File: src/rtl/uhfl_pkg.sv
// ============================================================================
// uhfl_pkg - shared definitions of the host UART frame link
// Mode codes, framing constants and the job record handed from the
// front end to the result sequencer.
// ============================================================================
package uhfl_pkg;

  localparam int RX_DEPTH_DEF = 64;

  localparam logic [7:0] SOF_BYTE       = 8'hFE;
  localparam logic [7:0] RESP_FLAG      = 8'h80;
  localparam logic [6:0] CMD_MASK       = 7'h7F;
  localparam logic [7:0] TIMEOUT_RESET  = 8'd10;
  localparam logic [8:0] FRAME_OVERHEAD = 9'd5;

  localparam logic [2:0] MODE_RX      = 3'd0;
  localparam logic [2:0] MODE_TICK    = 3'd1;
  localparam logic [2:0] MODE_RESP    = 3'd2;
  localparam logic [2:0] MODE_PAYLOAD = 3'd3;
  localparam logic [2:0] MODE_READ    = 3'd4;

  // Header beats of a response frame.
  localparam logic [1:0] BEAT_SOF    = 2'd0;
  localparam logic [1:0] BEAT_COUNT  = 2'd1;
  localparam logic [1:0] BEAT_CMD    = 2'd2;
  localparam logic [1:0] BEAT_SERIAL = 2'd3;

  typedef enum logic [1:0] {
    JOB_PLAIN,
    JOB_HEADER,
    JOB_DATA,
    JOB_DATA_END
  } job_kind_e;

  typedef struct packed {
    logic       frame_ready;
    logic [6:0] frame_command;
    logic [7:0] read_data;
  } status_t;

  typedef struct packed {
    job_kind_e  kind;
    logic [7:0] tx_data;
    logic [7:0] serial;
    status_t    status;
  } job_t;

endpackage

File: src/rtl/uhfl_front.sv
// ============================================================================
// uhfl_front - accepting and classifying front end
// Holds the receive store and link state, updates them once per accepted
// item and hands a job record on through a single output stage.
// ============================================================================
module uhfl_front import uhfl_pkg::*; #(
  parameter int RX_DEPTH = RX_DEPTH_DEF
) (
  input  logic       clk_i,
  input  logic       rst_ni,
  input  logic       cfg_valid_i,
  input  logic [7:0] cfg_data_i,
  input  logic       push,
  output logic       full,
  input  logic [2:0] mode_i,
  input  logic [7:0] data_byte_i,
  input  logic [7:0] payload_count_i,
  input  logic [5:0] read_index_i,
  output logic       job_valid_o,
  output job_t       job_o,
  input  logic       job_ready_i
);

  localparam int IDX_W = $clog2(RX_DEPTH);
  localparam int RW    = (IDX_W > 6) ? IDX_W : 6;

  logic [7:0]          mem_q [RX_DEPTH];
  logic [RX_DEPTH-1:0] filled_q;
  logic [7:0]          head0_q, head0_d, head1_q, head1_d, head2_q, head2_d;
  logic [IDX_W-1:0]    pos_q, pos_d;
  logic [7:0]          tl_q, tl_d, ticks_q, serial_q, serial_d, pl_q, pl_d;
  logic                fw_q, fw_d;

  logic                sb_valid_q;
  job_t                sb_q, job_d;
  logic [7:0]          rd_mem_q;
  logic                rd_ok_q, rd_ok_d;

  logic                accept, advance;
  logic                wr_en;
  logic [IDX_W-1:0]    wr_addr;
  logic [7:0]          wr_data;
  logic [IDX_W:0]      nxt;
  logic [7:0]          ser;
  logic [RW-1:0]       ridx_ext;
  logic                rd_in_range;
  logic [IDX_W-1:0]    rd_addr;

  assign advance = ~sb_valid_q | job_ready_i;
  assign full    = ~advance;
  assign accept  = push & ~full;

  assign ridx_ext    = RW'(read_index_i);
  assign rd_in_range = {1'b0, ridx_ext} < (RW + 1)'(RX_DEPTH);
  assign rd_addr     = ridx_ext[IDX_W-1:0];

  always_comb begin
    head0_d  = head0_q;
    head1_d  = head1_q;
    head2_d  = head2_q;
    pos_d    = pos_q;
    tl_d     = tl_q;
    fw_d     = fw_q;
    serial_d = serial_q;
    pl_d     = pl_q;
    wr_en    = 1'b0;
    wr_addr  = pos_q;
    wr_data  = data_byte_i;
    nxt      = '0;
    ser      = serial_q;
    rd_ok_d  = 1'b0;
    job_d    = '0;
    job_d.kind = JOB_PLAIN;

    if (accept) begin
      case (mode_i)
        MODE_RX: begin
          wr_en = 1'b1;
          if (pos_q == IDX_W'(0)) head0_d = data_byte_i;
          if (pos_q == IDX_W'(1)) head1_d = data_byte_i;
          if (pos_q == IDX_W'(2)) head2_d = data_byte_i;
          nxt = {1'b0, pos_q} + (IDX_W + 1)'(1);
          if (nxt == (IDX_W + 1)'(RX_DEPTH)) nxt = '0;
          if (head0_d != SOF_BYTE) nxt = '0;
          pos_d = nxt[IDX_W-1:0];
          if (9'(nxt) >= ({1'b0, head1_d} + FRAME_OVERHEAD)) begin
            tl_d = 8'd0;
            fw_d = 1'b1;
          end else begin
            tl_d = ticks_q;
          end
        end
        MODE_TICK: begin
          if (tl_q != 8'd0) begin
            tl_d = tl_q - 8'd1;
            if (tl_q == 8'd1) pos_d = '0;
          end
        end
        MODE_RESP: begin
          fw_d  = 1'b0;
          pos_d = '0;
          if (head0_q != SOF_BYTE) begin
            head2_d = 8'd0;
            wr_en   = 1'b1;
            wr_addr = IDX_W'(2);
            wr_data = 8'd0;
          end
          pl_d = payload_count_i;
          if (payload_count_i != 8'd0) begin
            ser           = (serial_q == 8'd0) ? 8'd1 : serial_q;
            serial_d      = ser + 8'd1;
            job_d.kind    = JOB_HEADER;
            job_d.tx_data = payload_count_i;
            job_d.serial  = ser;
          end
        end
        MODE_PAYLOAD: begin
          if (pl_q != 8'd0) begin
            pl_d          = pl_q - 8'd1;
            job_d.kind    = (pl_q == 8'd1) ? JOB_DATA_END : JOB_DATA;
            job_d.tx_data = data_byte_i;
          end
        end
        MODE_READ: begin
          rd_ok_d = rd_in_range && filled_q[rd_addr];
        end
        default: begin
        end
      endcase
    end

    job_d.status.frame_ready   = fw_d;
    job_d.status.frame_command = (head0_d == SOF_BYTE) ? (head2_d[6:0] & CMD_MASK) : 7'd0;
  end

  // Receive store: written at one address, read at one, read data registered.
  always_ff @(posedge clk_i) begin
    if (wr_en) mem_q[wr_addr] <= wr_data;
    if (accept) rd_mem_q <= mem_q[rd_addr];
  end

  always_ff @(posedge clk_i or negedge rst_ni) begin
    if (!rst_ni) begin
      filled_q   <= '0;
      head0_q    <= 8'd0;
      head1_q    <= 8'd0;
      head2_q    <= 8'd0;
      pos_q      <= '0;
      tl_q       <= 8'd0;
      fw_q       <= 1'b0;
      serial_q   <= 8'd0;
      pl_q       <= 8'd0;
      ticks_q    <= TIMEOUT_RESET;
      sb_valid_q <= 1'b0;
      rd_ok_q    <= 1'b0;
    end else begin
      if (wr_en) filled_q[wr_addr] <= 1'b1;
      head0_q  <= head0_d;
      head1_q  <= head1_d;
      head2_q  <= head2_d;
      pos_q    <= pos_d;
      tl_q     <= tl_d;
      fw_q     <= fw_d;
      serial_q <= serial_d;
      pl_q     <= pl_d;
      if (cfg_valid_i) ticks_q <= cfg_data_i;
      if (advance) sb_valid_q <= accept;
      if (accept) rd_ok_q <= rd_ok_d;
    end
  end

  always_ff @(posedge clk_i) begin
    if (accept) sb_q <= job_d;
  end

  always_comb begin
    job_o                  = sb_q;
    job_o.status.read_data = rd_ok_q ? rd_mem_q : 8'd0;
  end

  assign job_valid_o = sb_valid_q;

endmodule

File: src/rtl/uhfl_queue.sv
// ============================================================================
// uhfl_queue - two-entry job queue
// Decouples the front end from the result sequencer.
// ============================================================================
module uhfl_queue import uhfl_pkg::*; (
  input  logic clk_i,
  input  logic rst_ni,
  input  logic wr_valid_i,
  output logic wr_ready_o,
  input  job_t wr_job_i,
  output logic rd_valid_o,
  input  logic rd_ready_i,
  output job_t rd_job_o
);

  job_t       slot_q [2];
  logic       wptr_q, rptr_q;
  logic [1:0] count_q;
  logic       do_wr, do_rd;

  assign wr_ready_o = (count_q != 2'd2);
  assign rd_valid_o = (count_q != 2'd0);
  assign do_wr      = wr_valid_i & wr_ready_o;
  assign do_rd      = rd_ready_i & rd_valid_o;
  assign rd_job_o   = slot_q[rptr_q];

  always_ff @(posedge clk_i) begin
    if (do_wr) slot_q[wptr_q] <= wr_job_i;
  end

  always_ff @(posedge clk_i or negedge rst_ni) begin
    if (!rst_ni) begin
      wptr_q  <= 1'b0;
      rptr_q  <= 1'b0;
      count_q <= 2'd0;
    end else begin
      if (do_wr) wptr_q <= ~wptr_q;
      if (do_rd) rptr_q <= ~rptr_q;
      case ({do_wr, do_rd})
        2'b10:   count_q <= count_q + 2'd1;
        2'b01:   count_q <= count_q - 2'd1;
        default: count_q <= count_q;
      endcase
    end
  end

endmodule

File: src/rtl/uhfl_back.sv
// ============================================================================
// uhfl_back - result sequencer
// Expands each job into its one to four result transfers, one a cycle while pop is high.
// ============================================================================
module uhfl_back import uhfl_pkg::*; (
  input  logic       clk_i,
  input  logic       rst_ni,
  input  logic       job_valid_i,
  output logic       job_ready_o,
  input  job_t       job_i,
  output logic       empty,
  input  logic       pop,
  output logic       tx_valid_o,
  output logic [7:0] tx_byte_o,
  output logic       last_o,
  output logic       frame_ready_o,
  output logic [6:0] frame_command_o,
  output logic [7:0] read_data_o
);

  logic       cur_valid_q;
  job_t       cur_q;
  logic [1:0] beat_q;
  logic [1:0] final_beat;
  logic       is_last, take, load;

  always_comb begin
    case (cur_q.kind)
      JOB_HEADER:   final_beat = BEAT_SERIAL;
      JOB_DATA_END: final_beat = 2'd1;
      default:      final_beat = 2'd0;
    endcase
  end

  assign is_last     = (beat_q == final_beat);
  assign take        = ~cur_valid_q | (pop & is_last);
  assign job_ready_o = take;
  assign load        = take & job_valid_i;

  always_ff @(posedge clk_i or negedge rst_ni) begin
    if (!rst_ni) begin
      cur_valid_q <= 1'b0;
      beat_q      <= 2'd0;
    end else if (take) begin
      cur_valid_q <= job_valid_i;
      beat_q      <= 2'd0;
    end else if (pop) begin
      beat_q <= beat_q + 2'd1;
    end
  end

  always_ff @(posedge clk_i) begin
    if (load) cur_q <= job_i;
  end

  always_comb begin
    tx_byte_o = 8'd0;
    case (cur_q.kind)
      JOB_HEADER: begin
        case (beat_q)
          BEAT_SOF:    tx_byte_o = SOF_BYTE;
          BEAT_COUNT:  tx_byte_o = cur_q.tx_data;
          BEAT_CMD:    tx_byte_o = RESP_FLAG | {1'b0, cur_q.status.frame_command};
          BEAT_SERIAL: tx_byte_o = cur_q.serial;
          default:     tx_byte_o = 8'd0;
        endcase
      end
      JOB_DATA:     tx_byte_o = cur_q.tx_data;
      JOB_DATA_END: tx_byte_o = (beat_q == 2'd0) ? cur_q.tx_data : SOF_BYTE;
      default:      tx_byte_o = 8'd0;
    endcase
  end

  assign empty           = ~cur_valid_q;
  assign tx_valid_o      = (cur_q.kind != JOB_PLAIN);
  assign last_o          = is_last;
  assign frame_ready_o   = cur_q.status.frame_ready;
  assign frame_command_o = cur_q.status.frame_command;
  assign read_data_o     = cur_q.status.read_data;

endmodule

File: src/rtl/uart_host_frame_link_core.sv
// ============================================================================
// uart_host_frame_link_core - host UART receive and response framer
// Stores received frames, runs the inter-byte timeout and builds response
// frames (header, payload, trailer) as a stream of result transfers.
// ============================================================================
//
//  channel   handshake                 direction  payload
//  --------  ------------------------  ---------  ----------------------------
//  input     push / full               in         mode, data_byte,
//                                                 payload_count, read_index
//  result    empty / pop               out        tx_valid, tx_byte, last,
//                                                 frame_ready, frame_command,
//                                                 read_data
//  config    cfg_valid_i / cfg_ready_o in         cfg_data_i (rx_timeout_ticks)
//
// One item is accepted per cycle while full is low. A received byte, tick,
// read or payload byte gives one result (two for the final payload byte); a
// response start with a nonzero count gives four, delivered by the result
// sequencer one per cycle while pop is high. The first result of an item
// reaches the result ports through the front end's output stage, which takes
// the state update and the registered store read on acceptance, then through
// the job queue and the result sequencer's register. Reset clears all state
// at once; store entries carry a written flag so an unwritten entry reads as
// zero, and no clearing pass is needed. When pop is held low the two-entry job
// queue and the front end's output stage fill, and full then rises.
//
module uart_host_frame_link_core import uhfl_pkg::*; #(
  parameter int RX_DEPTH = RX_DEPTH_DEF
) (
  input  logic       clk_i,
  input  logic       rst_ni,
  input  logic       cfg_valid_i,
  output logic       cfg_ready_o,
  input  logic [7:0] cfg_data_i,
  input  logic       push,
  output logic       full,
  input  logic [2:0] mode_i,
  input  logic [7:0] data_byte_i,
  input  logic [7:0] payload_count_i,
  input  logic [5:0] read_index_i,
  output logic       empty,
  input  logic       pop,
  output logic       tx_valid_o,
  output logic [7:0] tx_byte_o,
  output logic       last_o,
  output logic       frame_ready_o,
  output logic [6:0] frame_command_o,
  output logic [7:0] read_data_o
);

  // Configuration writes are taken in any cycle.
  assign cfg_ready_o = 1'b1;

  logic fe_valid, fe_ready;
  job_t fe_job;
  logic q_valid, q_ready;
  job_t q_job;

  // Front end: accepts items, updates the store and link state, and issues
  // a job that describes the results the item causes.
  uhfl_front #(
    .RX_DEPTH (RX_DEPTH)
  ) u_front (
    .clk_i           (clk_i),
    .rst_ni          (rst_ni),
    .cfg_valid_i     (cfg_valid_i),
    .cfg_data_i      (cfg_data_i),
    .push            (push),
    .full            (full),
    .mode_i          (mode_i),
    .data_byte_i     (data_byte_i),
    .payload_count_i (payload_count_i),
    .read_index_i    (read_index_i),
    .job_valid_o     (fe_valid),
    .job_o           (fe_job),
    .job_ready_i     (fe_ready)
  );

  // The queue lets the front end keep taking items while a multi-beat
  // header is still being delivered.
  uhfl_queue u_queue (
    .clk_i      (clk_i),
    .rst_ni     (rst_ni),
    .wr_valid_i (fe_valid),
    .wr_ready_o (fe_ready),
    .wr_job_i   (fe_job),
    .rd_valid_o (q_valid),
    .rd_ready_i (q_ready),
    .rd_job_o   (q_job)
  );

  // Back end: turns each job into its result transfers.
  uhfl_back u_back (
    .clk_i           (clk_i),
    .rst_ni          (rst_ni),
    .job_valid_i     (q_valid),
    .job_ready_o     (q_ready),
    .job_i           (q_job),
    .empty           (empty),
    .pop             (pop),
    .tx_valid_o      (tx_valid_o),
    .tx_byte_o       (tx_byte_o),
    .last_o          (last_o),
    .frame_ready_o   (frame_ready_o),
    .frame_command_o (frame_command_o),
    .read_data_o     (read_data_o)
  );

endmodule

File: config.mk
export PLATFORM = sky130hd
export DESIGN_NAME = uart_host_frame_link_core
export DESIGN_NICKNAME = d
export VERILOG_FILES = /design/src/rtl/uhfl_pkg.sv /design/src/rtl/uhfl_front.sv /design/src/rtl/uhfl_queue.sv /design/src/rtl/uhfl_back.sv /design/src/rtl/uart_host_frame_link_core.sv
export SDC_FILE = /design/constraint.sdc
export NUM_CORES = 1
export LEC_CHECK = 0
export BUFFER_PORTS_ARGS = -buffer_cell sky130_fd_sc_hd__buf_4
export CELL_PAD_IN_SITES_DETAIL_PLACEMENT = 0
export CELL_PAD_IN_SITES_GLOBAL_PLACEMENT = 2
export CORE_ASPECT_RATIO = 0.9
export CORE_UTILIZATION = 40
export CTS_CLUSTER_DIAMETER = 80
export CTS_CLUSTER_SIZE = 14
export DETAILED_ROUTE_END_ITERATION = 10
export PLACE_DENSITY_LB_ADDON = 0.1
export REMOVE_ABC_BUFFERS = 1
export SKIP_LAST_GASP = 1
export SYNTH_ARGS = -nofsm -noshare
export SYNTH_HDL_FRONTEND = slang
export SYNTH_SLANG_ARGS = --single-unit
File: constraint.sdc
create_clock -name clk_i -period 5.1 [get_ports clk_i]
set_input_delay 0.765 -clock clk_i [delete_from_list [all_inputs] [get_ports clk_i]]
set_output_delay 0.765 -clock clk_i [all_outputs]
set_load 0.05 [all_outputs]
==> qor.yml, run 1 <==
numPlacedInstances: 2803
crit_path_max_fanout: 14
grt_pass1_vias: 16419
postSynthAreaPerCell_sq_um: 18.49
fin_setup_tns_ns: 0
slowest_delay_ns: 0.55
vias: 15915
switching_share_pct: 26.59
yosysSeqAreaShare_pct: 72.20
hpwl_um: 48900
ir_worst_vdd_v: 0.0002355
fin_crit_ns: 4.392
fin_crit_sh_pct: 86.11
r2r_start: "u_front.pos_q[4]$_DFFE_PN0P_"
postCtsSetupRepairBufs: 0
rows: 97
maxCapViolCount: 0
routed_wl_um: 77080
fp.coreArea_sq_um: 78040
cts_inserted_buffers: 66
setup.worst_path.start_class: "register"
synth_edf_count: 648
hp-class: "in2async"
ys_ff_latch: 783
finalClockSkew_ns: 0.02903
final_cells: 2922
grtUsageTotal_pct: 19.67
worstSkewPairLatency_ns: 0.62
antenna_found_initial: 0
port_buffers: 65
hold_viol_final: 0
reg2reg_slack_ns: 0.71
critPathKind: "reg2reg"
cts.sink_count: 783
intPower_w: 0.01094
p_sw_w: 0.003962
synthDistinctLibCells: 68
reg2reg_depth: 16
clk_pin_slew_ns: 0.07
critPathArrivalTime_ns: 4.93
finalSetupViolCount: 0
cp_top_family: "compound AO/OA/AOI/OAI gates"
cts_tree: "done"
p_seq_share_pct: 53.0
power.density_nw_per_um2: 418.2
syn_area_sq_um: 31630
combPwrFrac_pct: 14.8
viasPerCell: 5.447
max_freq_mhz: 227.7
clock_path_buffers: 3
synth_ff_type: "edfxtp_1"
num_io_pins: 67
async_reset_ff_share_pct: 17.24
slowest_stage: "dfrtp_1"
gp_congestion: 0.8005
clock-root-buffer: "clkbuf_16"
grt_max_degree: 96
crit_buf_inv: 2
cts_hold_buffers: 0
outcome: "finished, final reports clean"
syn_inst: 1711
required_ns: 5.64
grt-ovfl-total: 0
timing.rr.end: "u_front.tl_q[5]$_DFFE_PN0P_"
die_w_um: 298.4
slew_violations: 0
crit_chain: "nor4_2 -> buf_4 -> nand2_1 -> mux2i_1 -> inv_1 -> ha_1 -> a211oi_1 -> nor2_1 -> nand2_1 -> xor2_1 -> mux2_2 -> ha_1 -> and3_1 -> a221o_1 -> a21oi_4 -> a221o_1"
slew-limit-headroom_pct: 26.57
grt_pass1_wl_um: 114800
htreeDepth: 3
n_fill_cell: 6743
first_iter_violations: 1226
start_util_pct: 40.54
drive_gt1_share_pct: 29.10
areaGrowthSynthToFinish_pct: 12.62
fp.dieArea_sq_um: 80220
end_kind: "register"
ctsResizeCount: 0
first_pass_iters: 5
nets: 1894
grt_setup_unrepaired: "false"
p_leak_nw: 12.43
worst_slew_pin_slew_ns: 1.095
final_antenna_net_count: 0
wl_per_cell_um: 26.38
yosys_warnings: 0
clkPwrFrac_pct: 32.2
remaining_drc_errors: 0
diodes: 0
fp.dieH_um: 268.8
[worst reg2reg max path, stage by stage, from the launching register on]
cell and delay [ns]:
dfrtp_1 0.55, nor4_2 0.27, buf_4 0.21, nand2_1 0.32, mux2i_1 0.36, inv_1 0.09
ha_1 0.24, a211oi_1 0.42, nor2_1 0.13, nand2_1 0.11, xor2_1 0.06, mux2_2 0.26
ha_1 0.26, and3_1 0.17, a221o_1 0.38, a21oi_4 0.30, a221o_1 0.21
[per-layer routing]
metal	vias to the layer above	global-route usage, %	wire (um)
li1	6978	-	-
met1	8517	29.40	36420
met2	338	30.58	36160
met3	82	2.868	3204
met4	0	4.449	1306
met5	-	0	0
[cells in the mapped netlist (all sizes together), types with 2 or more instances]
library cell / instances / area (sq um)
a2111oi: 2 / 17.52
a211oi: 4 / 30.03
a21o: 6 / 45.04
a21oi: 38 / 201.5
a221o: 6 / 60.06
a22o: 17 / 148.9
a22oi: 22 / 165.2
a31oi: 2 / 12.51
a41oi: 2 / 25.03
and2: 33 / 206.5
and3: 14 / 87.58
buf: 65 / 370.3
clkbuf: 31 / 116.4
dfrtp: 133 / 3328
dfstp: 2 / 52.55
edfxtp: 648 / 19460
ha: 24 / 300.3
inv: 18 / 67.56
mux2: 60 / 675.7
mux2i: 15 / 153.9
mux4: 176 / 3964
nand2: 65 / 244.0
nand2b: 10 / 62.56
nand3: 13 / 65.06
nand3b: 4 / 30.03
nand4: 8 / 65.06
nand4b: 2 / 17.52
nor2: 99 / 392.9
nor2b: 7 / 43.79
nor3: 12 / 60.06
nor3b: 6 / 45.04
nor4: 12 / 81.33
o21a: 2 / 15.01
o21ai: 34 / 170.2
o22ai: 2 / 12.51
o31ai: 3 / 22.52
o32ai: 2 / 17.52
or2: 68 / 425.4
or3: 5 / 36.28
or4: 2 / 15.01
xnor2: 16 / 140.1
xor2: 7 / 61.31
[logic make-up (layout without fill, tap and decap cells)]
| logic type | after synthesis | after routing | share of synthesized area, % |
|---|---|---|---|
| AO/OA/AOI/OAI | 152 | 152 | 3.267 |
| buffers and inverters | 114 | 286 | 1.752 |
| AND/OR/NAND/NOR | 363 | 363 | 6.032 |
| multiplexers | 251 | 251 | 15.15 |
| flip-flops | 783 | 783 | 72.20 |
| other | 1 | 1 | 0.01185 |
| adder cells (fa/ha/maj) | 24 | 24 | 0.9493 |
| XOR/XNOR | 23 | 23 | 0.6368 |
[worst max path at each step]
| stage | start | endpoint | slack (ns) | depth (start not counted) |
|---|---|---|---|---|
| global route | u_front.pos_q[4]$_DFFE_PN0P_ | u_front.tl_q[0]$_DFFE_PN0P_ | 0.36 | 16 |
| floorplan | u_back.cur_q[33]$_DFFE_PP_ | u_queue.count_q[1]$_DFFE_PN0P_ | 0.12 | 7 |
| CTS | u_front.pos_q[4]$_DFFE_PN0P_ | u_front.tl_q[5]$_DFFE_PN0P_ | 0.72 | 16 |
| global placement | u_front.pos_q[4]$_DFFE_PN0P_ | u_front.tl_q[5]$_DFFE_PN0P_ | 0.74 | 16 |
| detailed placement | u_front.pos_q[4]$_DFFE_PN0P_ | u_front.tl_q[7]$_DFFE_PN0P_ | 0.74 | 16 |
| finish | u_front.pos_q[4]$_DFFE_PN0P_ | u_front.tl_q[5]$_DFFE_PN0P_ | 0.71 | 16 |
[sequential cells by signal, indices dropped and copies added, names as in the netlist, 18 cells and up]
name,cells
u_back.cur_q,18
u_front.job_o,26
u_front.filled_q,64
u_front.mem_q,512
u_queue.slot_q,68
[layout make-up]
| cell class | count | area (sq um) | share of cell area [%] |
|---|---|---|---|
| Sequential cell | 783 | 22840 | 64.11 |
| Multi-Input combinational cell | 814 | 8283 | 23.25 |
| Clock buffer | 116 | 1903 | 5.342 |
| Tap cell | 1039 | 1300 | 3.649 |
| Timing Repair Buffer | 149 | 1196 | 3.357 |
| Inverter | 18 | 67.56 | 0.1896 |
| Clock inverter | 3 | 37.54 | 0.1054 |
[per-stage QoR]
step / total power (W) / hold slack, ns / setup slack, ns / utilization (%) / instance area (sq um)
2_1_floorplan: 0.009360 / 0.4215 / 0.1162 / - / 31150
3_3_place_gp: 0.01026 / 0.4292 / 0.7397 / 43.17 / 33690
3_5_place_dp: 0.01027 / 0.4353 / 0.7441 / 43.17 / 33690
4_1_cts: 0.01509 / 0.1133 / 0.7182 / 45.65 / 35630
5_1_grt: 0.01552 / 0.1114 / 0.3615 / 45.65 / 35630
6_report: 0.01490 / 0.09994 / 0.7084 / 45.65 / 35630
[power groups by stage]
| stage | logic, W | registers, W | clock network, W |
|---|---|---|---|
| after floorplan | 0.00126 | 0.00810 | 0 |
| after global placement | 0.00223 | 0.00803 | 0 |
| after detailed placement | 0.00223 | 0.00804 | 0 |
| after CTS | 0.00225 | 0.00791 | 0.00494 |
| after global routing | 0.00240 | 0.00796 | 0.00516 |
| final | 0.00220 | 0.00790 | 0.00480 |
[placed cells by master (no fill, tap or decap), types with 16 or more instances in the layout]
cell type,n
edfxtp_1,648
mux4_2,176
buf_4,141
dfrtp_1,133
nor2_1,94
clkbuf_16,69
or2_2,67
nand2_1,65
mux2_2,60
clkbuf_1,47
a21oi_1,36
o21ai_0,33
and2_1,26
ha_1,24
a22oi_1,22
inv_1,18
a22o_1,17
xnor2_1,16
Power figures use the tool's default switching activity.
==> run 2, diff against run 1 <==
CELL_PAD_IN_SITES_DETAIL_PLACEMENT = 1   (was 0)
CELL_PAD_IN_SITES_GLOBAL_PLACEMENT = 1   (was 2)
TNS_END_PERCENT = 20   (was unset)
==> run 2 against run 1 <==
  * Maximum frequency up 0.45%
  * Global-route usage up 0.44 points
  * Critical endpoint unchanged
  * Worst setup slack better by 0.020 ns
  * Non-clock buffer count down 17
  * Core utilization down 0.10 points
  * Highest routed layer unchanged
==> qor.yml, run 2 (synthesis gave the netlist of run 1 again) <==
fp.dieArea_sq_um: 80220
outcome: "finished, final reports clean"
fp.dieH_um: 268.8
first_iter_violations: 1220
cts_hold_buffers: 0
hp-class: "in2async"
critPathKind: "reg2reg"
gp_congestion: 0.8267
fp.coreArea_sq_um: 78040
slew-limit-headroom_pct: 24.32
post-place-ws_ns: 0.7117
port_buffers: 65
grt_util_met3_pct: 3.529
worstSkewPairLatency_ns: 0.61
grt_pass1_vias: 16902
drive_gt1_share_pct: 28.70
remaining_drc_errors: 0
end_kind: "register"
num_io_pins: 67
cts_tree: "done"
rows: 97
worst_slew_pin_slew_ns: 1.128
use_met1_pct: 30.37
hold_viol_final: 0
clk_pin_slew_ns: 0.07
crit_path_max_fanout: 12
fin_crit_sh_pct: 85.73
die_w_um: 298.4
finalClockSkew_ns: 0.02954
final_common_cell: "edfxtp_1"
grt_pass1_wl_um: 117800
p_leak_nw: 12.36
clock_path_buffers: 3
clock-root-buffer: "clkbuf_16"
grt-ovfl-total: 0
final_cells: 2910
start_util_pct: 40.54
grt_use_met2_pct: 30.66
cts_inserted_buffers: 67
grt_setup_unrepaired: "false"
grtUsageTotal_pct: 20.11
max_freq_mhz: 228.7
ir_worst_vdd_v: 0.0002952
first_pass_iters: 5
cts.sink_count: 783
fin_crit_ns: 4.372
htreeDepth: 3
antenna_found_initial: 1
wl_per_cell_um: 27.17
slew_violations: 0
nets: 1878
fin_setup_tns_ns: 0
diodes: 0
final_cell_mix: "648 x edfxtp_1, 176 x mux4_2, 133 x dfrtp_1, 126 x buf_4, 94 x nor2_1"
reg_top3: "u_front.mem_q: 512 flops, u_queue.slot_q: 68 flops, u_front.filled_q: 64 flops"
top_register: "u_front.mem_q"
largest_register_ffs: 512
grt.busiest_layer: "met2"
hpwl_um: 50360
setup.worst_path.start_class: "register"
numPlacedInstances: 2786
vias: 16125
final_antenna_net_count: 0
critPathArrivalTime_ns: 4.92
finalSetupViolCount: 0
viasPerCell: 5.541
fin_ws_ns: 0.7280
routed_wl_um: 79060
areaGrowthSynthToFinish_pct: 12.36
maxCapViolCount: 0
power.density_nw_per_um2: 422.9
required_ns: 5.65
postCtsSetupRepairBufs: 0
grt_max_degree: 75
ctsResizeCount: 0
==> run 2: worst paths after layout <==
kind	slack (ns)	to	cells past startpoint	startpoint
hold reg to reg	0.45	u_queue.slot_q[1][9]$_DFFE_PP_	0	u_front.job_o[9]$_SDFFCE_PP0P_
min in group clk_i	0.38	u_front.ticks_q[5]$_DFFE_PN0P_	2	cfg_data_i[5]
hold / removal	0.14	u_front.filled_q[30]$_DFFE_PN0P_	1	rst_ni
setup reg to reg	0.73	u_front.tl_q[5]$_DFFE_PN0P_	16	u_front.pos_q[1]$_DFFE_PN0P_
max in group asynchronous	3.83	u_front.filled_q[33]$_DFFE_PN0P_	2	rst_ni
setup / recovery	0.73	u_front.tl_q[5]$_DFFE_PN0P_	16	u_front.pos_q[1]$_DFFE_PN0P_
==> run 2: power by group <==
group          switching (W)  internal (W)
Clock                0.00231       0.00261
Sequential          0.000318       0.00759
Combinational        0.00141      0.000803
==> run 2: cell type report <==
| type | count | area, sq um |
|---|---|---|
| sequential | 783 | 22840 |
| fill | 7313 | 42490 |
| inverter | 18 | 67.56 |
| timing repair buffer | 132 | 1044 |
| tap | 1039 | 1300 |
| clock inverter | 11 | 121.4 |
| multi-input combinational | 814 | 8282 |
| clock buffer | 113 | 1892 |
==> run 2: worst max-delay path: stages (launching register included) <==
cell and delay [ns]:
dfrtp_1 0.53, inv_1 0.13, ha_1 0.30, nand2_1 0.41
mux2i_1 0.35, inv_1 0.08, ha_1 0.24, a211oi_1 0.41
nor2_1 0.14, nand2_1 0.10, xor2_1 0.07, mux2_2 0.27
ha_1 0.26, and3_1 0.18, a221o_1 0.36, a21oi_4 0.28
a221o_1 0.20
==> run 2: through the flow <==
| stage | hold WS [ns] | utilization (%) | total power, W | instance area (sq um) |
|---|---|---|---|---|
| CTS | 0.1485 | 45.55 | 0.01524 | 35550 |
| detailed placement | 0.4335 | 42.97 | 0.01029 | 33530 |
| global route | 0.1448 | 45.55 | 0.01565 | 35550 |
| finish | 0.1358 | 45.55 | 0.01503 | 35550 |
| floorplan | 0.4215 | - | 0.009360 | 31150 |
| global placement | 0.4238 | 42.97 | 0.01023 | 33530 |
==> run 2: per-layer routing <==
metal | vias up | wire length, um
met4 | 0 | 1273
met2 | 335 | 36320
met3 | 89 | 3583
met5 | - | 0
li1 | 6956 | -
met1 | 8745 | 37870
==> run 3, diff against run 2 <==
--- a/config.mk
+++ b/config.mk
@@ -7,4 +7,5 @@
 export LEC_CHECK = 0
 export BUFFER_PORTS_ARGS = -buffer_cell sky130_fd_sc_hd__buf_4
+export CAP_MARGIN = 20
 export CELL_PAD_IN_SITES_DETAIL_PLACEMENT = 1
 export CELL_PAD_IN_SITES_GLOBAL_PLACEMENT = 1
==> constraint.sdc (replaced) <==
create_clock -name clk_i -period 5.1 [get_ports clk_i]
set_input_delay 0.765 -clock clk_i [delete_from_list [all_inputs] [get_ports clk_i]]
set_output_delay 0.765 -clock clk_i [all_outputs]
set_load 0.01 [all_outputs]
==> run 3 against run 2 <==
  * Via count up 0.20%
  * Flip-flop and latch count stayed put
  * Non-clock buffer count grew 2
  * Sequential share of layout area barely moved
  * First-iteration DRC count up 3.9%
  * Global-route usage hardly changed
  * Clock power fell by 1%
  * Worst setup slack got worse by 0.016 ns
  * Largest power group unchanged
  * Highest routed layer unchanged
==> qor.yml, run 3 (synthesis gave the netlist of run 1 again) <==
hpwl_um: 50450
start_util_pct: 40.54
final_util_pct: 45.53
power.density_nw_per_um2: 413.2
areaGrowthSynthToFinish_pct: 12.32
viasPerCell: 5.554
cts_inserted_buffers: 66
drive_gt1_share_pct: 28.72
p_sw_w: 0.003736
timing.rr.end: "u_front.tl_q[5]$_DFFE_PN0P_"
antenna_found_initial: 1
crit_chain: "nor4_2 -> buf_4 -> nand2_1 -> mux2i_1 -> inv_1 -> ha_1 -> a211oi_1 -> nor2_1 -> nand2_1 -> xor2_1 -> mux2_2 -> ha_1 -> and3_1 -> a221o_1 -> a21oi_4 -> a221o_1"
finalClockSkew_ns: 0.02777
cts.sink_count: 783
critPathKind: "reg2reg"
outcome: "finished, final reports clean"
clock-root-buffer: "clkbuf_16"
p_leak_nw: 12.36
reg2reg_depth: 16
die_w_um: 298.4
grt-ovfl-total: 0
crit_path_max_fanout: 14
final_antenna_net_count: 0
first_pass_iters: 5
slowest_delay_ns: 0.55
diodes: 0
nets: 1879
final_common_cell: "edfxtp_1"
wl_per_cell_um: 27.15
required_ns: 5.66
postCtsSetupRepairBufs: 0
switching_share_pct: 25.44
ir_worst_vdd_v: 0.0002526
multi_input_area_sq_um: 8282
end_kind: "register"
r2r_start: "u_front.pos_q[4]$_DFFE_PN0P_"
fp.coreArea_sq_um: 78040
num_io_pins: 67
max_freq_mhz: 227.9
setup.worst_path.start_class: "register"
slew_violations: 0
clk_pin_slew_ns: 0.08
remaining_drc_errors: 0
gp_congestion: 0.8267
combPwrFrac_pct: 13.2
seq_area_sq_um: 22840
n_fill_cell: 7280
grt_max_degree: 75
reg2reg_slack_ns: 0.71
intPower_w: 0.01095
grtUsageTotal_pct: 20.06
slew-limit-headroom_pct: 27.69
ctsResizeCount: 0
grt_pass1_vias: 17070
reg_top3: "u_front.mem_q: 512 flops, u_queue.slot_q: 68 flops, u_front.filled_q: 64 flops"
finalSetupViolCount: 0
htreeDepth: 3
vias: 16157
clock_path_buffers: 3
first_iter_violations: 1268
fp.dieArea_sq_um: 80220
cts_hold_buffers: 0
clkPwrFrac_pct: 33.0
top_register: "u_front.mem_q"
hold_viol_final: 0
fp.dieH_um: 268.8
grt_setup_unrepaired: "false"
routed_wl_um: 78970
fin_crit_sh_pct: 86.04
critPathArrivalTime_ns: 4.94
port_buffers: 65
final_cell_mix: "648 x edfxtp_1, 176 x mux4_2, 133 x dfrtp_1, 127 x buf_4, 94 x nor2_1"
hp-class: "in2async"
cts_tree: "done"
worstSkewPairLatency_ns: 0.62
grt_pass1_wl_um: 117500
rows: 97
worst_slew_pin_slew_ns: 1.085
largest_register_ffs: 512
p_seq_share_pct: 53.8
fin_setup_tns_ns: 0
fin_crit_ns: 4.388
maxCapViolCount: 0
slowest_stage: "dfrtp_1"
[run 3: through the flow]
step	std cells	total power [W]	instance area [sq um]	setup WS [ns]	hold WS, ns
after floorplan	1615	0.009071	31150	0.9196	0.4215
after global placement	2786	0.009932	33530	0.8087	0.4238
after detailed placement	2787	0.01000	33550	0.7170	0.4335
after CTS	2908	0.01488	35520	0.7170	0.1401
after global routing	2909	0.01529	35530	0.2515	0.1556
final	2909	0.01468	35530	0.7120	0.1107
[run 3: layer usage]
metal | wire [um] | global-route usage, %
met4 | 1454 | 4.796
met2 | 36680 | 30.52
met1 | 36990 | 30.17
met3 | 3855 | 3.360
met5 | 0 | 0.2381
[run 3: final cells by class]
| cell class | instances | share of cell area [%] |
|---|---|---|
| clock buffer | 114 | 5.335 |
| clock inverter | 7 | 0.2113 |
| inverter | 18 | 0.1902 |
| multi-input combinational | 814 | 23.31 |
| sequential | 783 | 64.28 |
| tap | 1039 | 3.659 |
| timing repair buffer | 134 | 3.014 |
[run 3: power by group through the flow]
| stage | clock network (W) | registers (W) | logic, W |
|---|---|---|---|
| 2_1_floorplan | 0 | 0.00797 | 0.00110 |
| 3_3_place_gp | 0 | 0.00802 | 0.00191 |
| 3_5_place_dp | 0 | 0.00804 | 0.00197 |
| 4_1_cts | 0.00500 | 0.00790 | 0.00198 |
| 5_1_grt | 0.00519 | 0.00796 | 0.00214 |
| 6_report | 0.00485 | 0.00790 | 0.00194 |
[run 3: worst max path at each step]
stage	from	to	slack (ns)	cells after the start
after floorplan	u_front.pos_q[4]$_DFFE_PN0P_	u_front.job_o[15]$_DFFE_PP_	0.92	14
after global placement	u_front.pos_q[4]$_DFFE_PN0P_	u_front.tl_q[7]$_DFFE_PN0P_	0.81	16
after detailed placement	u_front.pos_q[4]$_DFFE_PN0P_	u_front.tl_q[5]$_DFFE_PN0P_	0.72	16
after CTS	u_front.pos_q[4]$_DFFE_PN0P_	u_front.tl_q[5]$_DFFE_PN0P_	0.72	16
after global routing	u_front.pos_q[4]$_DFFE_PN0P_	u_front.tl_q[5]$_DFFE_PN0P_	0.25	16
final	u_front.pos_q[4]$_DFFE_PN0P_	u_front.tl_q[5]$_DFFE_PN0P_	0.71	16
[run 3: critical path, delay by kind of cell (launching register included)]
| kind | cells | cell delay (ns) |
|---|---|---|
| xor gates and xnor gates | 1 | 0.06 |
| adders and majority gates | 2 | 0.50 |
| buffers and inverters | 2 | 0.28 |
| AOI/OAI and AO/OA | 4 | 1.32 |
| DFF | 1 | 0.55 |
| muxes | 2 | 0.62 |
| and+or+nand+nor | 5 | 1.00 |
